--- src/rtl/core/dtsb_pkg.sv ---
`default_nettype none
package dtsb_pkg;

  localparam int COLUMNS      = 565;
  localparam int ROWS_SCANNED = 430;
  localparam int BIN_WIDTH    = 11;
  localparam int BINS         = 51;

  localparam int COL_AW    = $clog2(COLUMNS);
  localparam int ROW_W     = $clog2(ROWS_SCANNED + 1);
  localparam int SWEEP_LEN = (COLUMNS > BINS * BIN_WIDTH) ? COLUMNS : BINS * BIN_WIDTH;
  localparam int SWEEP_W   = $clog2(SWEEP_LEN + 1);
  localparam int LANE_W    = (BIN_WIDTH > 1) ? $clog2(BIN_WIDTH) : 1;

  localparam int DEPTH_W    = 12;
  localparam int CFG_IDX_W  = 2;
  localparam int CFG_DATA_W = 16;

  localparam logic [CFG_IDX_W-1:0] REG_DIFF_THRESHOLD  = 2'd0;
  localparam logic [CFG_IDX_W-1:0] REG_MIN_VALID_DEPTH = 2'd1;
  localparam logic [CFG_IDX_W-1:0] REG_MAX_RANGE       = 2'd2;

  localparam logic [15:0]        DIFF_THRESHOLD_RST  = 16'd100;
  localparam logic [DEPTH_W-1:0] MIN_VALID_DEPTH_RST = 12'd5;
  localparam logic [DEPTH_W-1:0] MAX_RANGE_RST       = 12'd3000;

  // floor(x / 20) for 12-bit x as (x * ceil(2^16 / 20)) >> 16
  localparam int RANGE_DIV   = 20;
  localparam int RECIP_SHIFT = 16;
  localparam int RANGE_RECIP = ((1 << RECIP_SHIFT) + RANGE_DIV - 1) / RANGE_DIV;
  localparam int PROD_W      = DEPTH_W + RECIP_SHIFT;

  localparam logic [7:0] NO_RETURN_LIMIT = 8'd150;
  localparam logic [7:0] NO_RETURN_CODE  = 8'd1;

  typedef struct packed {
    logic [15:0] depth_sample;
    logic [15:0] template_depth;
    logic        end_of_frame;
  } pixel_t;

  typedef struct packed {
    logic [5:0] bin_index;
    logic [7:0] range_value;
    logic       last_bin;
  } scan_t;

  typedef struct packed {
    logic accept;
    logic pix_update;
    logic init_clear;
    logic bin_read;
    logic bin_fold;
    logic emit;
    logic tail_clear;
  } dp_cmd_t;

  typedef struct packed {
    logic eof;
    logic lane_last;
    logic bin_last;
    logic in_cols;
    logic last_col;
    logic out_free;
  } dp_status_t;

endpackage
`default_nettype wire

--- src/rtl/core/dtsb_ctrl.sv ---
`default_nettype none
module dtsb_ctrl (
  input  wire logic                clk,
  input  wire logic                rst,
  input  wire logic                pixel_valid,
  output logic                     pixel_stall,
  input  wire dtsb_pkg::dp_status_t status,
  output dtsb_pkg::dp_cmd_t        cmd
);
  import dtsb_pkg::*;

  localparam logic [2:0] S_INIT = 3'd0;
  localparam logic [2:0] S_IDLE = 3'd1;
  localparam logic [2:0] S_PIX  = 3'd2;
  localparam logic [2:0] S_BRD  = 3'd3;
  localparam logic [2:0] S_BACC = 3'd4;
  localparam logic [2:0] S_EMIT = 3'd5;
  localparam logic [2:0] S_CLR  = 3'd6;

  logic [2:0] state, state_next;

  always_ff @(posedge clk) begin
    if (rst) begin
      state <= S_INIT;
    end else begin
      state <= state_next;
    end
  end

  assign pixel_stall = (state != S_IDLE);

  always_comb begin
    cmd        = '0;
    state_next = state;
    case (state)
      S_INIT: begin
        cmd.init_clear = 1'b1;
        if (status.last_col) begin
          state_next = S_IDLE;
        end
      end
      S_IDLE: begin
        if (pixel_valid) begin
          cmd.accept = 1'b1;
          state_next = S_PIX;
        end
      end
      S_PIX: begin
        cmd.pix_update = 1'b1;
        state_next     = status.eof ? S_BRD : S_IDLE;
      end
      S_BRD: begin
        cmd.bin_read = 1'b1;
        state_next   = S_BACC;
      end
      S_BACC: begin
        cmd.bin_fold = 1'b1;
        state_next   = status.lane_last ? S_EMIT : S_BRD;
      end
      S_EMIT: begin
        if (status.out_free) begin
          cmd.emit = 1'b1;
          if (!status.bin_last) begin
            state_next = S_BRD;
          end else if (status.in_cols) begin
            state_next = S_CLR;
          end else begin
            state_next = S_IDLE;
          end
        end
      end
      S_CLR: begin
        cmd.tail_clear = 1'b1;
        if (status.last_col) begin
          state_next = S_IDLE;
        end
      end
      default: begin
        state_next = S_INIT;
      end
    endcase
  end

endmodule
`default_nettype wire

--- config.mk ---
export PLATFORM = sky130hd
export DESIGN_NAME = dtsb_ctrl
export DESIGN_NICKNAME = d
export VERILOG_FILES = /design/src/rtl/core/dtsb_pkg.sv /design/src/rtl/core/dtsb_ctrl.sv
export SDC_FILE = /design/constraint.sdc
export NUM_CORES = 1
export LEC_CHECK = 0
export BUFFER_PORTS_ARGS = -buffer_cell sky130_fd_sc_hd__buf_2
export CAP_MARGIN = 10
export CORE_AREA = 2 2 39 41
export CTS_CLUSTER_SIZE = 28
export DETAILED_ROUTE_END_ITERATION = 7
export DIE_AREA = 0 0 41 43
export PLACE_DENSITY_LB_ADDON = 0.05
export SYNTH_ARGS = -nofsm -noshare
export SYNTH_HDL_FRONTEND = slang
export SYNTH_SLANG_ARGS = --single-unit
--- constraint.sdc ---
create_clock -name clk -period 1.3 [get_ports clk]
set_input_delay 0.26 -clock clk [delete_from_list [all_inputs] [get_ports clk]]
set_output_delay 0.26 -clock clk [all_outputs]
set_load 0.01 [all_outputs]
==> flow_metrics.tcl <==
set metrics [dict create \
    slowest_stage "dfxtp_4" \
    hp-start "rst" \
    holdPathStages 2 \
    stdcell_count 93 \
    wl_per_cell_um 11.2 \
    seq_area_um2 71.3 \
    vias_per_cell 4.57 \
    die-area_um2 1760 \
    top_register "state" \
    cts_buffers 3 \
    setup_tns_ns -0.00466 \
    reg2regPathDepth 5 \
    r2r_setup_slack_ns 0.04 \
    endpoint_kind "primary output" \
    crit_path_cell_trace "nor2b_4 > and3_1 > buf_2" \
    core_um2 1380 \
    gp_congestion 0.712 \
    drive_gt1_frac 0.727 \
    diodes 0 \
    fmax_mhz 766 \
    slowest_delay_ns 0.36 \
    drc_errors 0 \
    ir_worst_vdd_v 0.000599 \
    clkSinkCount 3 \
    grt_max_degree 10 \
    fillers 168 \
    critPathTopFamily "flip-flops" \
    syn_avg_cell_area_um2 8.00 \
    reg2reg_to "state[2]$_SDFFE_PP0P_" \
    start_kind "flip-flop" \
    totalWireLength_mm 1.04 \
    ys_warn_count 0 \
    synth_cells 43 \
    leakagePower_nw 0.323 \
    cts_max_level 1 \
    reg2reg_from "state[0]$_SDFFE_PP0P_" \
    fin_skew_ns 0.00464 \
    cap_violations 0 \
    min_period_ns 1.30 \
    fin_ws_ns -0.00466 \
    dp.cells 79 \
    drtAntennaViolNets 0 \
    hold_class "input port to flip-flop" \
    yosysSeqAreaShare 0.175 \
    dpl-instance-area_um2 467 \
    worstSkewPairLatency_ns 0.23 \
    die-width_um 41 \
    fin_util 0.494 \
    syn_area_um2 344 \
    status "finished with violations" \
    reg_top3 "state x3" \
    rsz0062_at_grt "yes" \
    row_count 14 \
    crit_required_ns 1.04 \
    path_buf_inv 1 \
    cts_tree "built" \
    worst_pin_slew_ns 0.242 \
    syn-num-nets 52 \
    dr.pass1.iters 1 \
    ys_ff_latch 3 \
    design_area_um2 683 \
    hold_buffers 0 \
    fin_nets 87 \
    dpl.hpwl_um 740 \
    port_buffers 16 \
    largest_reg_flops 3 \
    multi_input_area_um2 322 \
    holdPathEnd "state[2]$_SDFFE_PP0P_" \
    start_util 0.249 \
    drv_slew 0 \
    critPathLaunch "state[0]$_SDFFE_PP0P_" \
    root_buffer "clkbuf_4" \
    hold_viol_final 0 \
    critPathKind "flip-flop to primary output" \
    violations "setup timing" \
    clk_transition_reported_paths_ns 0.03 \
    p_per_area_nw_per_um2 629 \
    ios 17 \
    arrival_ns 1.04 \
    fin_crit_sh 1.00 \
    cp_max_fo 5 \
    antenna_found_initial 0 \
    grt_pass1_vias 414 \
    die_h_um 43 \
    grt_use_total 0.142 \
    areaGrowthSynthToFinish_pct 98.5 \
    vias 425 \
    setup_violations 1 \
    clk_path_buf_depth 2 \
    grt_overflow 0 \
    netlist-cell-type-count 26 \
    drtIter0Drc 0 \
    relSlewSlack 0.836 \
    grt_pass1_wl_mm 1.76 \
]
## where the power goes
group          internal [mW]  total (mW)  leakage [nW]  switching [mW]
clock network          0.115       0.160        0.0150          0.0453
logic                 0.0950       0.166         0.282          0.0710
registers             0.0951       0.103        0.0267         0.00822
## layer usage
metal,routed length [µm],share of wire,global-route usage
met5,0,0,0
met4,0,0,0.0333
met3,49,0.047,0.0471
met2,551,0.53,0.216
met1,438,0.42,0.189
## final cells by class
class                   count  share of cell area
flip-flops and latches      3               0.104
well taps                  16              0.0293
repair buffers             34               0.352
inverters                   1             0.00549
multi-input cells          35               0.471
clock buffers               4              0.0385
## Yosys cell counts
cell type,count,area share
nand2b_1,3,0.055
nor3b_1,3,0.065
inv_1,1,0.011
nand2_1,2,0.022
and3_1,2,0.036
nor4bb_1,1,0.029
o221a_1,1,0.033
nor4b_2,1,0.044
nor2_1,3,0.033
o21ai_0,1,0.015
o21ai_1,1,0.015
nand3b_1,1,0.022
o32a_1,1,0.029
a311o_1,1,0.029
buf_4,2,0.044
o21bai_1,1,0.022
dfxtp_1,3,0.17
nor2b_4,1,0.040
a21oi_2,1,0.025
and2_1,1,0.018
a21o_1,1,0.022
a21oi_1,3,0.044
buf_6,2,0.065
nor3_1,1,0.015
a211oi_1,1,0.022
nor2b_1,4,0.073
## timing repair
item,4_1_cts,5_1_grt
endpoints found under the setup margin,9,9
pin swaps,3,9
gates resized for setup,16,13
setup buffers,6,4
## how the worst max path moves through the flow
stage                       endpoint  cells past startpoint
6_report                      cmd[1]                      3
5_1_grt        state[1]$_SDFFE_PP0P_                      5
4_1_cts                       cmd[6]                      4
3_5_place_dp   state[2]$_SDFFE_PP0P_                      5
3_3_place_gp   state[2]$_SDFFE_PP0P_                      5
2_1_floorplan                 cmd[6]                      4
## cell usage in the layout, fill, tap and decap left out, types with 3 or more instances in the layout
cell type / n
clkbuf_4: 3
buf_4: 13
buf_2: 15
nor2b_4: 3
dfxtp_4: 3
buf_6: 6
## logic make-up after synthesis
logic type,Yosys count,share of synthesized area
AOI/OAI and AO/OA,12,0.255
buffers and inverters,5,0.120
DFF,3,0.175
and+or+nand+nor,23,0.451
## worst reg2reg max path, cell delays in order, from the launching register on
cell     delay [ns]
dfxtp_4        0.35
buf_4          0.15
nor2b_4        0.12
o221a_1        0.28
a21o_1         0.18
a21oi_2        0.12
## metrics by stage
step,hold WS [ns],power (mW),worst slack (ns)
2_1_floorplan,0.322,0.179,0.129
3_3_place_gp,0.461,0.223,0.0331
3_5_place_dp,0.458,0.222,0.0195
4_1_cts,0.211,0.407,-0.0139
5_1_grt,0.226,0.461,-0.0618
6_report,0.213,0.430,-0.00466
Note: power is estimated with default switching activity, not from simulation.
